`src/sv/rls_two_param_estimator_top_macros.svh`:
```
// Assertion macros for the two-parameter RLS estimator.
`ifndef RLS_TWO_PARAM_ESTIMATOR_TOP_MACROS_SVH
`define RLS_TWO_PARAM_ESTIMATOR_TOP_MACROS_SVH
`ifndef ASSERT_OFF
`define RTPE_ASSERT_SAME(lbl, pre, post) \
  lbl: assert property (@(posedge clk) disable iff (rst) (pre) |-> (post)) \
    else $error("rtpe check failed");
`define RTPE_ASSERT_NEXT(lbl, pre, post) \
  lbl: assert property (@(posedge clk) disable iff (rst) (pre) |=> (post)) \
    else $error("rtpe check failed");
`else
`define RTPE_ASSERT_SAME(lbl, pre, post)
`define RTPE_ASSERT_NEXT(lbl, pre, post)
`endif
`endif

```
`src/sv/rtpe_pkg.sv`:
```
// Types, constants and fixed-point helpers of the two-parameter RLS estimator.
package rtpe_pkg;
  typedef logic signed [47:0] q_t;

  typedef enum logic [1:0] {
    OP_ADD,
    OP_SUB,
    OP_MUL,
    OP_DIV
  } op_t;

  localparam q_t   Q_MAX     = 48'sh7FFF_FFFF_FFFF;
  localparam q_t   Q_MIN     = 48'sh8000_0000_0000;
  localparam q_t   DEN_FLOOR = 48'sd17;
  localparam q_t   LAM_FLOOR = 48'sd256;
  localparam logic [48:0] MAG_OVF = 49'h1_0000_0000_0000;

  localparam logic [2:0] REG_FF   = 3'd0;
  localparam logic [2:0] REG_OFF  = 3'd1;
  localparam logic [2:0] REG_TH1  = 3'd2;
  localparam logic [2:0] REG_TH2  = 3'd3;
  localparam logic [2:0] REG_COV  = 3'd4;

  function automatic q_t sat49(input logic signed [48:0] v);
    q_t r;
    if (v > 49'sh0_7FFF_FFFF_FFFF) r = Q_MAX;
    else if (v < -49'sh0_8000_0000_0000) r = Q_MIN;
    else r = v[47:0];
    return r;
  endfunction

  function automatic q_t from_mag(input logic neg, input logic [48:0] m);
    q_t r;
    if (neg) begin
      if (m >= 49'h0_8000_0000_0000) r = Q_MIN;
      else r = -$signed(m[47:0]);
    end else begin
      if (m > 49'h0_7FFF_FFFF_FFFF) r = Q_MAX;
      else r = $signed(m[47:0]);
    end
    return r;
  endfunction

  function automatic logic [47:0] mag_of(input q_t a);
    logic [47:0] r;
    r = a[47] ? 48'(-a) : 48'(a);
    return r;
  endfunction

  function automatic logic [31:0] q_out(input q_t v);
    logic signed [39:0] s;
    logic [31:0] r;
    s = 40'(v >>> 8);
    if (s > 40'sh00_7FFF_FFFF) r = 32'h7FFF_FFFF;
    else if (s < -40'sh00_8000_0000) r = 32'h8000_0000;
    else r = s[31:0];
    return r;
  endfunction
endpackage

```
`src/sv/rls_two_param_estimator_top.sv`:
```
// Two-parameter recursive least squares estimator with forgetting factor.
// Each word is worked through a 29-step program on one shared arithmetic unit: an add/sub
// is a single step, a multiply is operand setup then four 24x24 partial products, one per
// cycle, a divide is operand setup then one quotient bit per cycle for 72 quotient bits.
// The program has 13 multiplies, 5 divides and 11 add/sub steps; the result then waits on
// m_tready, and s_tready returns the cycle after it is taken. s_tready is low from
// acceptance until then, so no new word is accepted before the result is taken.
`include "rls_two_param_estimator_top_macros.svh"
module rls_two_param_estimator_top (
  input  logic         clk,
  input  logic         rst,
  input  logic         cfg_we,
  input  logic [2:0]   cfg_addr,
  input  logic [31:0]  cfg_wdata,
  input  logic         s_tvalid,
  output logic         s_tready,
  // speed_feature[30:0], torque_sq_feature[61:31], measured_power[93:62],
  // mechanical_power[125:94], zero pad
  input  logic [127:0] s_tdata,
  // restart
  input  logic         s_tuser,
  output logic         m_tvalid,
  input  logic         m_tready,
  // first_estimate[31:0], second_estimate[63:32], prediction_error[95:64]
  output logic [95:0]  m_tdata
);
  import rtpe_pkg::*;

  typedef enum logic [2:0] {ST_IDLE, ST_EXEC, ST_MUL, ST_DIV, ST_OUT} state_t;

  localparam logic [4:0] PC_DEN  = 5'd9;
  localparam logic [4:0] PC_LAST = 5'd28;

  state_t      state;
  logic [4:0]  pc;
  logic [16:0] ff;
  logic [31:0] poff, th1_init, th2_init;
  logic [30:0] cov_init;
  q_t th1, th2, p11, p12, p22;
  q_t p1, p2, y, lam, t0, t1, s1, s2, den, k1, k2, e;

  logic [47:0] ua, ub;
  logic        neg;
  logic [1:0]  mcnt;
  logic [95:0] acc;
  logic [71:0] dv, quo;
  logic [47:0] rem, dsr;
  logic [6:0]  dcnt;

  op_t op;
  q_t  opa, opb, lamd, wb_val;
  logic wb_en;
  logic [23:0] ah, bh;
  logic [47:0] pp;
  logic [95:0] pp_sh, acc_sum;
  logic [48:0] r2;
  logic        ge;
  logic [71:0] quo_next;
  logic signed [33:0] ydiff;

  assign lamd = (lam < LAM_FLOOR) ? LAM_FLOOR : lam;

  always_comb begin
    op = OP_ADD; opa = t0; opb = t1;
    unique case (pc)
      5'd0:  begin op = OP_MUL; opa = p11; opb = p1; end
      5'd1:  begin op = OP_MUL; opa = p12; opb = p2; end
      5'd2:  begin op = OP_ADD; opa = t0;  opb = t1; end
      5'd3:  begin op = OP_MUL; opa = p12; opb = p1; end
      5'd4:  begin op = OP_MUL; opa = p22; opb = p2; end
      5'd5:  begin op = OP_ADD; opa = t0;  opb = t1; end
      5'd6:  begin op = OP_MUL; opa = p1;  opb = s1; end
      5'd7:  begin op = OP_MUL; opa = p2;  opb = s2; end
      5'd8:  begin op = OP_ADD; opa = t0;  opb = t1; end
      5'd9:  begin op = OP_ADD; opa = lam; opb = t0; end
      5'd10: begin op = OP_DIV; opa = s1;  opb = den; end
      5'd11: begin op = OP_DIV; opa = s2;  opb = den; end
      5'd12: begin op = OP_MUL; opa = th1; opb = p1; end
      5'd13: begin op = OP_MUL; opa = th2; opb = p2; end
      5'd14: begin op = OP_ADD; opa = t0;  opb = t1; end
      5'd15: begin op = OP_SUB; opa = y;   opb = t0; end
      5'd16: begin op = OP_MUL; opa = k1;  opb = e; end
      5'd17: begin op = OP_ADD; opa = th1; opb = t0; end
      5'd18: begin op = OP_MUL; opa = k2;  opb = e; end
      5'd19: begin op = OP_ADD; opa = th2; opb = t0; end
      5'd20: begin op = OP_MUL; opa = k1;  opb = s1; end
      5'd21: begin op = OP_SUB; opa = p11; opb = t0; end
      5'd22: begin op = OP_DIV; opa = t0;  opb = lamd; end
      5'd23: begin op = OP_MUL; opa = k1;  opb = s2; end
      5'd24: begin op = OP_SUB; opa = p12; opb = t0; end
      5'd25: begin op = OP_DIV; opa = t0;  opb = lamd; end
      5'd26: begin op = OP_MUL; opa = k2;  opb = s2; end
      5'd27: begin op = OP_SUB; opa = p22; opb = t0; end
      5'd28: begin op = OP_DIV; opa = t0;  opb = lamd; end
      default: begin op = OP_ADD; opa = t0; opb = t1; end
    endcase
  end

  always_comb begin
    ah = mcnt[0] ? ua[47:24] : ua[23:0];
    bh = mcnt[1] ? ub[47:24] : ub[23:0];
    pp = ah * bh;
    case (mcnt)
      2'd0:    pp_sh = {48'd0, pp};
      2'd3:    pp_sh = {pp, 48'd0};
      default: pp_sh = {24'd0, pp, 24'd0};
    endcase
    acc_sum = acc + pp_sh;
    r2 = {rem, dv[71]};
    ge = r2 >= {1'b0, dsr};
    quo_next = {quo[70:0], ge};
  end

  always_comb begin
    wb_en = 1'b0;
    wb_val = t0;
    case (state)
      ST_EXEC: begin
        if (op == OP_ADD) begin
          wb_en = 1'b1; wb_val = sat49(49'(opa) + 49'(opb));
        end else if (op == OP_SUB) begin
          wb_en = 1'b1; wb_val = sat49(49'(opa) - 49'(opb));
        end
      end
      ST_MUL: begin
        wb_en = (mcnt == 2'd3);
        wb_val = from_mag(neg, (acc_sum[95:72] != 24'd0) ? MAG_OVF : {1'b0, acc_sum[71:24]});
      end
      ST_DIV: begin
        wb_en = (dcnt == 7'd71);
        wb_val = from_mag(neg, (quo_next[71:48] != 24'd0) ? MAG_OVF : {1'b0, quo_next[47:0]});
      end
      default: wb_en = 1'b0;
    endcase
  end

  assign ydiff = 34'(signed'(s_tdata[93:62])) - 34'(signed'(s_tdata[125:94]))
               - 34'(signed'(poff));

  always_ff @(posedge clk) begin
    if (rst) begin
      state    <= ST_IDLE;
      pc       <= '0;
      ff       <= 17'd64881;
      poff     <= '0;
      th1_init <= '0;
      th2_init <= '0;
      cov_init <= 31'd65536000;
      th1      <= '0;
      th2      <= '0;
      p11      <= {9'd0, 31'd65536000, 8'd0};
      p22      <= {9'd0, 31'd65536000, 8'd0};
      p12      <= '0;
    end else begin
      if (cfg_we) begin
        unique case (cfg_addr)
          REG_FF:  ff <= cfg_wdata[16:0];
          REG_OFF: poff <= cfg_wdata;
          REG_TH1: th1_init <= cfg_wdata;
          REG_TH2: th2_init <= cfg_wdata;
          REG_COV: cov_init <= cfg_wdata[30:0];
          default: ;
        endcase
      end
      if (wb_en) begin
        case (pc)
          5'd1, 5'd4, 5'd7, 5'd13: t1 <= wb_val;
          5'd2:  s1 <= wb_val;
          5'd5:  s2 <= wb_val;
          5'd9:  den <= (wb_val < DEN_FLOOR) ? DEN_FLOOR : wb_val;
          5'd10: k1 <= wb_val;
          5'd11: k2 <= wb_val;
          5'd15: e <= wb_val;
          5'd17: th1 <= wb_val;
          5'd19: th2 <= wb_val;
          5'd22: p11 <= wb_val;
          5'd25: p12 <= wb_val;
          5'd28: p22 <= wb_val;
          default: t0 <= wb_val;
        endcase
      end
      unique case (state)
        ST_IDLE: begin
          if (s_tvalid) begin
            p1  <= {9'd0, s_tdata[30:0], 8'd0};
            p2  <= {9'd0, s_tdata[61:31], 8'd0};
            y   <= {{6{ydiff[33]}}, ydiff, 8'd0};
            lam <= {23'd0, ff, 8'd0};
            if (s_tuser) begin
              th1 <= {{8{th1_init[31]}}, th1_init, 8'd0};
              th2 <= {{8{th2_init[31]}}, th2_init, 8'd0};
              p11 <= {9'd0, cov_init, 8'd0};
              p22 <= {9'd0, cov_init, 8'd0};
              p12 <= '0;
            end
            pc    <= '0;
            state <= ST_EXEC;
          end
        end
        ST_EXEC: begin
          ua  <= mag_of(opa);
          ub  <= mag_of(opb);
          neg <= (op == OP_MUL) ? (opa[47] ^ opb[47]) : opa[47];
          dsr <= opb;
          dv  <= {mag_of(opa), 24'd0};
          acc <= '0;
          rem <= '0;
          quo <= '0;
          mcnt <= '0;
          dcnt <= '0;
          if (op == OP_MUL) state <= ST_MUL;
          else if (op == OP_DIV) state <= ST_DIV;
          else if (pc == PC_LAST) state <= ST_OUT;
          else pc <= pc + 5'd1;
        end
        ST_MUL: begin
          acc  <= acc_sum;
          mcnt <= mcnt + 2'd1;
          if (mcnt == 2'd3) begin
            pc <= pc + 5'd1;
            state <= ST_EXEC;
          end
        end
        ST_DIV: begin
          rem  <= ge ? 48'(r2 - {1'b0, dsr}) : r2[47:0];
          dv   <= {dv[70:0], 1'b0};
          quo  <= quo_next;
          dcnt <= dcnt + 7'd1;
          if (dcnt == 7'd71) begin
            if (pc == PC_LAST) state <= ST_OUT;
            else begin
              pc <= pc + 5'd1;
              state <= ST_EXEC;
            end
          end
        end
        ST_OUT: begin
          if (m_tready) state <= ST_IDLE;
        end
        default: state <= ST_IDLE;
      endcase
    end
  end

  assign s_tready = (state == ST_IDLE);
  assign m_tvalid = (state == ST_OUT);
  assign m_tdata  = {q_out(e), q_out(th2), q_out(th1)};

  `RTPE_ASSERT_SAME(a_one_side, s_tready, !m_tvalid)
  `RTPE_ASSERT_NEXT(a_busy_after_accept, s_tvalid && s_tready, !s_tready)
  `RTPE_ASSERT_SAME(a_den_floor, (state != ST_IDLE) && (pc > PC_DEN), den >= DEN_FLOOR)
  `RTPE_ASSERT_SAME(a_div_count, state == ST_DIV, dcnt <= 7'd71)
endmodule
```
`config.mk`:
```
export PLATFORM = sky130hd
export DESIGN_NAME = rls_two_param_estimator_top
export DESIGN_NICKNAME = d
export VERILOG_FILES = /design/src/sv/rtpe_pkg.sv /design/src/sv/rls_two_param_estimator_top.sv
export VERILOG_INCLUDE_DIRS = /design/src /design/src/sv
export SDC_FILE = /design/constraint.sdc
export NUM_CORES = 2
export LEC_CHECK = 0
export ABC_AREA = 1
export BUFFER_PORTS_ARGS = -buffer_cell sky130_fd_sc_hd__buf_2
export CORE_MARGIN = 2
export CORE_UTILIZATION = 30
export CTS_CLUSTER_SIZE = 14
export DETAILED_ROUTE_END_ITERATION = 12
export PLACE_DENSITY_LB_ADDON = 0.08
export SYNTH_ARGS = -nofsm -noshare
export SYNTH_HDL_FRONTEND = slang
export SYNTH_SLANG_ARGS = --single-unit
export TNS_END_PERCENT = 100
```
`constraint.sdc`:
```
create_clock -name clk -period 12.95 [get_ports clk]
set_input_delay 2.59 -clock clk [delete_from_list [all_inputs] [get_ports clk]]
set_output_delay 2.59 -clock clk [all_outputs]
set_load 0.05 [all_outputs]
```
### After elaboration in Yosys (flattened, before gate mapping)

Cells that the tools add are included.

| word-level totals | value |
|---|---|
| bits of input ports | 169 |
| word-level logic and storage cells | 246 |
| output and inout port bits | 98 |
| flip-flop bits (word level) | 1330 |

| operators by class | value |
|---|---|
| bitwise operators | 3 |
| mux-type cells | 82 |
| equality and inequality tests | 46 |
| order comparisons | 17 |
| $mul | 1 |
| reductions and logical operators | 49 |
| add/sub/neg operators | 13 |

Operators by type and width:

| operator | count |
|---|---|
| $mux 48 | 39 |
| $pmux 48 s13 | 1 |
| $pmux 48 s8 | 1 |
| $pmux 96 s2 | 2 |
| $mux 32 | 6 |
| $neg 48->48 | 4 |
| $pmux 48 s3 | 1 |
| $pmux 72 s2 | 1 |
| $pmux 71 s2 | 1 |
| $gt 40x32->1 const B | 3 |
| $lt 40x32->1 const B | 3 |
| $ge 49x48->1 const B | 2 |
| $gt 49x47->1 const B | 2 |
| $gt 49x48->1 const B | 2 |
| $lt 49x48->1 const B | 2 |
| $mux 49 | 2 |
| $add 96x96->96 | 1 |
| $pmux 48 s2 | 1 |
| $eq 5x5->1 const B | 13 |
| $add 48x48->49 | 1 |
| $ge 49x48->1 | 1 |
| $sub 48x48->49 | 1 |
| $lt 48x6->1 const B | 1 |
| $mul 24x24->48 | 1 |
| 51 further kinds | 119 |

### Depth between registers and ports, before layout

| depth | value |
|---|---|
| depth after elaboration | 15 |
| gate-level depth with buffers | 91 |
| gate-level depth less buffers | 84 |

### Worst setup path before layout

OpenSTA, ideal clock, no wires.

| timing path | value |
|---|---|
| path type | register to register |
| start point | register mcnt[0] |
| end point | register den[44] (data pin) |
| cell stages (with the launch flop) | 81 |
| data arrival time | 12.487 ns |
| setup slack | 0.206 ns |
| buffers on the path | 7 |
| cells stage by stage | edfxtp_1 clkbuf_1 inv_1 clkbuf_1 or2_2 o21ai_1 clkbuf_1 nor2_1 fa_1 inv_1 fa_1 inv_1 fa_1 ha_1 fa_1 inv_1 fa_1 fa_1 [45 not listed] nand4_1 nor2_1 nand2_1 nor2_1 nand3_2 nand2_4 nand3_1 nand3_1 nand3_1 nor2_1 nand3_1 nand2_1 nand2_1 nor2_1 nand3_2 nand2_4 buf_6 nor2_2 |

| between the ends | value |
|---|---|
| word-level cells in the longest chain between the ends | 11 |
| elaborated cells on any way between the ends | 16 |
| those cells by class | add/sub: 2; mul: 1; order compare: 3; eq/ne: 1; mux: 7; reduce/logical: 2 |

Ends and longest elaborated chain:

| item | line | source |
|---|---|---|
| start: declaration | rls_two_param_estimator_top.sv:44 | `logic [1:0] mcnt;` |
| start signal: assignment | rls_two_param_estimator_top.sv:218 | `mcnt <= mcnt + 2'd1;` |
| $mux 24 | rls_two_param_estimator_top.sv:100 | `ah = mcnt[0] ? ua[47:24] : ua[23:0];` |
| $mul 24x24->48 | rls_two_param_estimator_top.sv:102 | `pp = ah * bh;` |
| $pmux 96 s2 * | rls_two_param_estimator_top.sv:103 | `case (mcnt)` |
| $add 96x96->96 * | rls_two_param_estimator_top.sv:108 | `acc_sum = acc + pp_sh;` |
| $reduce_bool 24->1 | rls_two_param_estimator_top.sv:127 | `wb_val = from_mag(neg, (acc_sum[95:72] != 24'd0) ? MAG_OVF : {1'b0, acc_sum[71:24]});` |
| $mux 49 * | rls_two_param_estimator_top.sv:127 |  |
| $neg 48->48, or another cell as far along | rtpe_pkg.sv:36 | `else r = -$signed(m[47:0]);` |
| $mux 48 (on tied branches) | rtpe_pkg.sv:35, rtpe_pkg.sv:38 |  |
| $mux 48 * | rtpe_pkg.sv:34 | `if (neg) begin` |
| $pmux 48 s3 * | rls_two_param_estimator_top.sv:117 | `case (state)` |
| named net wb_val[2] | rls_two_param_estimator_top.sv:51 | `q_t opa, opb, lamd, wb_val;` |
| $lt 48x6->1 * | rls_two_param_estimator_top.sv:170 | `5'd9: den <= (wb_val < DEN_FLOOR) ? DEN_FLOOR : wb_val;` |
| end signal: assignment | rls_two_param_estimator_top.sv:170 |  |
| end: declaration | rls_two_param_estimator_top.sv:40 | `q_t p1, p2, y, lam, t0, t1, s1, s2, den, k1, k2, e;` |

The timed path passes the listed nets; every way through them passes the cells marked *.
A chain may end at the register's enable or synchronous reset.

### Worst setup path in the final report

| timing path | value |
|---|---|
| start point | register mcnt[1] |
| end point | register den[9] (data pin) |

| between the ends | value |
|---|---|
| word-level cells in the longest chain between the ends | 11 |
| elaborated cells on any way between the ends | 16 |
| those cells by class | add/sub: 2; mul: 1; order compare: 3; eq/ne: 1; mux: 7; reduce/logical: 2 |

Ends and longest elaborated chain:

| item | line | source |
|---|---|---|
| $mux 24 | rls_two_param_estimator_top.sv:101 | `bh = mcnt[1] ? ub[47:24] : ub[23:0];` |
| $mul 24x24->48 | rls_two_param_estimator_top.sv:102 |  |
| $pmux 96 s2 * | rls_two_param_estimator_top.sv:103 |  |
| $add 96x96->96 * | rls_two_param_estimator_top.sv:108 |  |
| $reduce_bool 24->1 | rls_two_param_estimator_top.sv:127 |  |
| $mux 49 * | rls_two_param_estimator_top.sv:127 |  |
| $neg 48->48, or another cell as far along | rtpe_pkg.sv:36 |  |
| $mux 48 (on tied branches) | rtpe_pkg.sv:35, rtpe_pkg.sv:38 |  |
| $mux 48 * | rtpe_pkg.sv:34 |  |
| $pmux 48 s3 * | rls_two_param_estimator_top.sv:117 |  |
| $lt 48x6->1 | rls_two_param_estimator_top.sv:170 |  |

Every way passes the cells marked *; elsewhere a longest branch is shown, timed or not.

==> reports/results.ini <==
[run_status]
outcome=finished, violations left
violations=setup timing

[detailed_routing]
drc_errors=0
dr_total_vias=99116
wl_um=509600
drt_pass1_iterations=7
antenna_left=0
drt_iter0_markers=8357
vias_per_cell=5.056
wl_per_cell_um=26.00

[sta]
drv_slew=0
slew_headroom=0.07934
tightest_slew_ns=1.381
rsz0062_at_grt=true
clock_skew_ns=0.08704
fmax_mhz=74.39
whs_ns=0.4309
finalWorstSetupSlack_ns=-0.4932
fin_crit_sh=1.038
finalHoldViolCount=0
fin_crit_ns=13.44
setup-violations-final=51

[synth]
synth-xor-area-share=0.03219
synth_fp_nets=14409
synth_cells=13257
synthMuxAreaShare=0.00009839
synth_compound_area_frac=0.1455
synth_top_family_by_area=simple AND/OR/NAND/NOR gates
syn_area_per_cell_um2=7.674
syn_area_um2=101700
synth_flop_cell=edfxtp_1
yosysWarnings=0
synthArstFlopShare=0
ys_seq_elements=1305
synth_cell_types=77
ys_seq_area_frac=0.3466
synth-edff-count=913
synth_adder_area_share=0.1591
yosys.area_share.simple=0.2074

[clock_tree]
cts_sinks=1305
cts_buffer_depth=4
clkTransAtPathRegs_ns=0.06
cts-root-buf=clkbuf_16
cts_buffers=163
clk-insertion-delay-late_ns=0.87
h-tree-depth=4
cts_tree=yes
cts_hold_buf=0

[setup_path]
r2r_cells=82
critPathMaxStageDelay_ns=0.60
cp-end-kind=register
worstSetupStartpointType=register
crit_fanout=6
cp.required_ns=13.56
crit_slowest_cell=fa_2
critPathArrivalTime_ns=14.06
crit_type=reg2reg

[placed_design]
gp_congestion=1.011
placed_cell_area_um2=119800
dp_hpwl_um=407500
port_buffers=264

[layout]
top_regs=acc x96, quo x71
nets=16103
final_util=0.3891
drive_above_1_share=0.2174
syn_to_final_growth_pct=28.94
final_area_um2=131200
largest_reg_flops=96
top_register=acc
fillers=35196

[floorplan]
die_area_um2=343800
num_rows=213
initial_core_util=0.3018
dieHeight_um=586.3
ios=267
die_w_um=586.3
core_region_area_um2=337100

[global_routing]
grt.total_usage=0.2911
antenna_found_initial=16
grt_pass1_vias=99686
grt_pass1_wl_um=719900
grt_remaining_overflow=0
grt_max_degree=111

[worst_hold_path]
hold_class=reg2reg
whs_path_depth=0

[job]
maxCapViolCount=0

==> kinds of logic after synthesis <==
family,count (synthesis)
compound gates,2574
xor+xnor,373
fa+ha+maj,983
buf+inv,2915
flops,1305
mux,1
other cells,1
simple gates,5105
==> cell usage after synthesis (56+ instances only) <==
cell type | count | share of area
a21oi_1 | 951 | 0.047
a221oi_1 | 185 | 0.016
a31oi_1 | 56 | 0.0034
clkbuf_1 | 408 | 0.015
dfxtp_1 | 392 | 0.077
edfxtp_1 | 913 | 0.27
fa_1 | 518 | 0.10
ha_1 | 465 | 0.057
inv_1 | 2343 | 0.086
nand2_1 | 2659 | 0.098
nand3_1 | 432 | 0.021
nand4_1 | 124 | 0.0076
nor2_1 | 1515 | 0.056
nor3_1 | 85 | 0.0042
o21ai_0 | 878 | 0.043
o21ai_1 | 63 | 0.0031
o22ai_1 | 128 | 0.0079
or2_2 | 78 | 0.0048
xnor2_1 | 75 | 0.0065
xor2_1 | 297 | 0.026
==> cell type report <==
type                            instances  area (µm²)  share of cell area
Timing Repair Buffer                 2048       16850              0.1284
Antenna cell                            6       15.01           0.0001145
Sequential cell                      1305       35260              0.2688
Clock inverter                         80       843.3            0.006429
Timing Repair inverter                  2       10.01          0.00007631
Multi-Input combinational cell       9040       58950              0.4494
Clock buffer                          215        4479             0.03415
Inverter                             2391        9116             0.06950
Tap cell                             4515        5649             0.04307
==> stage by stage <==
step	cells	setup slack [ns]	setup TNS (ns)
2_1_floorplan	13257	0.2060	0
3_3_place_gp	19086	-2.642	-1167.43
3_5_place_dp	19087	-2.606	-1175.87
4_1_cts	19551	-0.6468	-27.06
5_1_grt	19599	-1.035	-167.97
6_report	19602	-0.4932	-20.89
==> placed cells by master, fill, tap and decap left out, types with 45 or more instances in the layout <==
master,synthesis,routed
o22ai_1,128,111
nor2_1,1515,1388
or2_2,78,68
a31oi_1,56,49
o21ai_1,63,73
nor4_1,53,51
xor2_1,297,294
inv_1,2343,2241
nand3_1,432,372
dfxtp_1,392,392
o21ai_0,878,817
nand4_1,124,124
buf_4,5,1529
fa_1,518,483
nor2_2,53,116
xnor2_1,75,70
edfxtp_1,913,913
buf_12,0,112
o21ai_2,5,45
clkbuf_16,0,170
nand3_2,13,62
nor3_1,85,71
nand2_2,13,173
nand2_1,2659,2468
a221oi_1,185,177
buf_2,54,264
buf_6,9,116
inv_2,25,100
nor2_4,5,69
ha_1,465,417
a21oi_1,951,893
==> routing by layer <==
| metal | track usage | share of wire | up-vias |
|---|---|---|---|
| li1 | - | - | 46463 |
| met1 | 0.3774 | 0.43 | 48627 |
| met2 | 0.4876 | 0.47 | 3275 |
| met3 | 0.02823 | 0.049 | 747 |
| met4 | 0.1350 | 0.054 | 4 |
| met5 | 0 | 0.000051 | - |
==> critical path: cells and delay by family, from the launching register on <==
kind	cells	cell delay (ns)
and+or+nand+nor	42	4.61
adders and majority gates	10	4.16
buffers and inverters	19	2.25
AOI/OAI and AO/OA	10	1.41
DFF	1	0.40
xor gates and xnor gates	1	0.33
==> final timing paths <==
check / startpoint / endpoint / slack (ns)
setup reg to reg: mcnt[1]$_SDFFCE_PN0P_ / den[9]$_SDFFCE_PP0P_ / -0.49
setup / recovery: mcnt[1]$_SDFFCE_PN0P_ / den[9]$_SDFFCE_PP0P_ / -0.49
hold / removal: ff[12]$_SDFFE_PP1P_ / lam[20]$_DFFE_PP_ / 0.43
hold reg to reg: ff[12]$_SDFFE_PP1P_ / lam[20]$_DFFE_PP_ / 0.43
==> what timing repair did <==
action | 4_1_cts | 5_1_grt
gates cloned | 13 | 4
gates resized for setup | 694 | 405
pin swaps | 210 | 139
endpoints found under the setup margin | 623 | 622
buffers inserted | 160 | 53
Power is not shown: default switching activity piles up to over one toggle a cycle in this logic, so the estimate is an artifact.
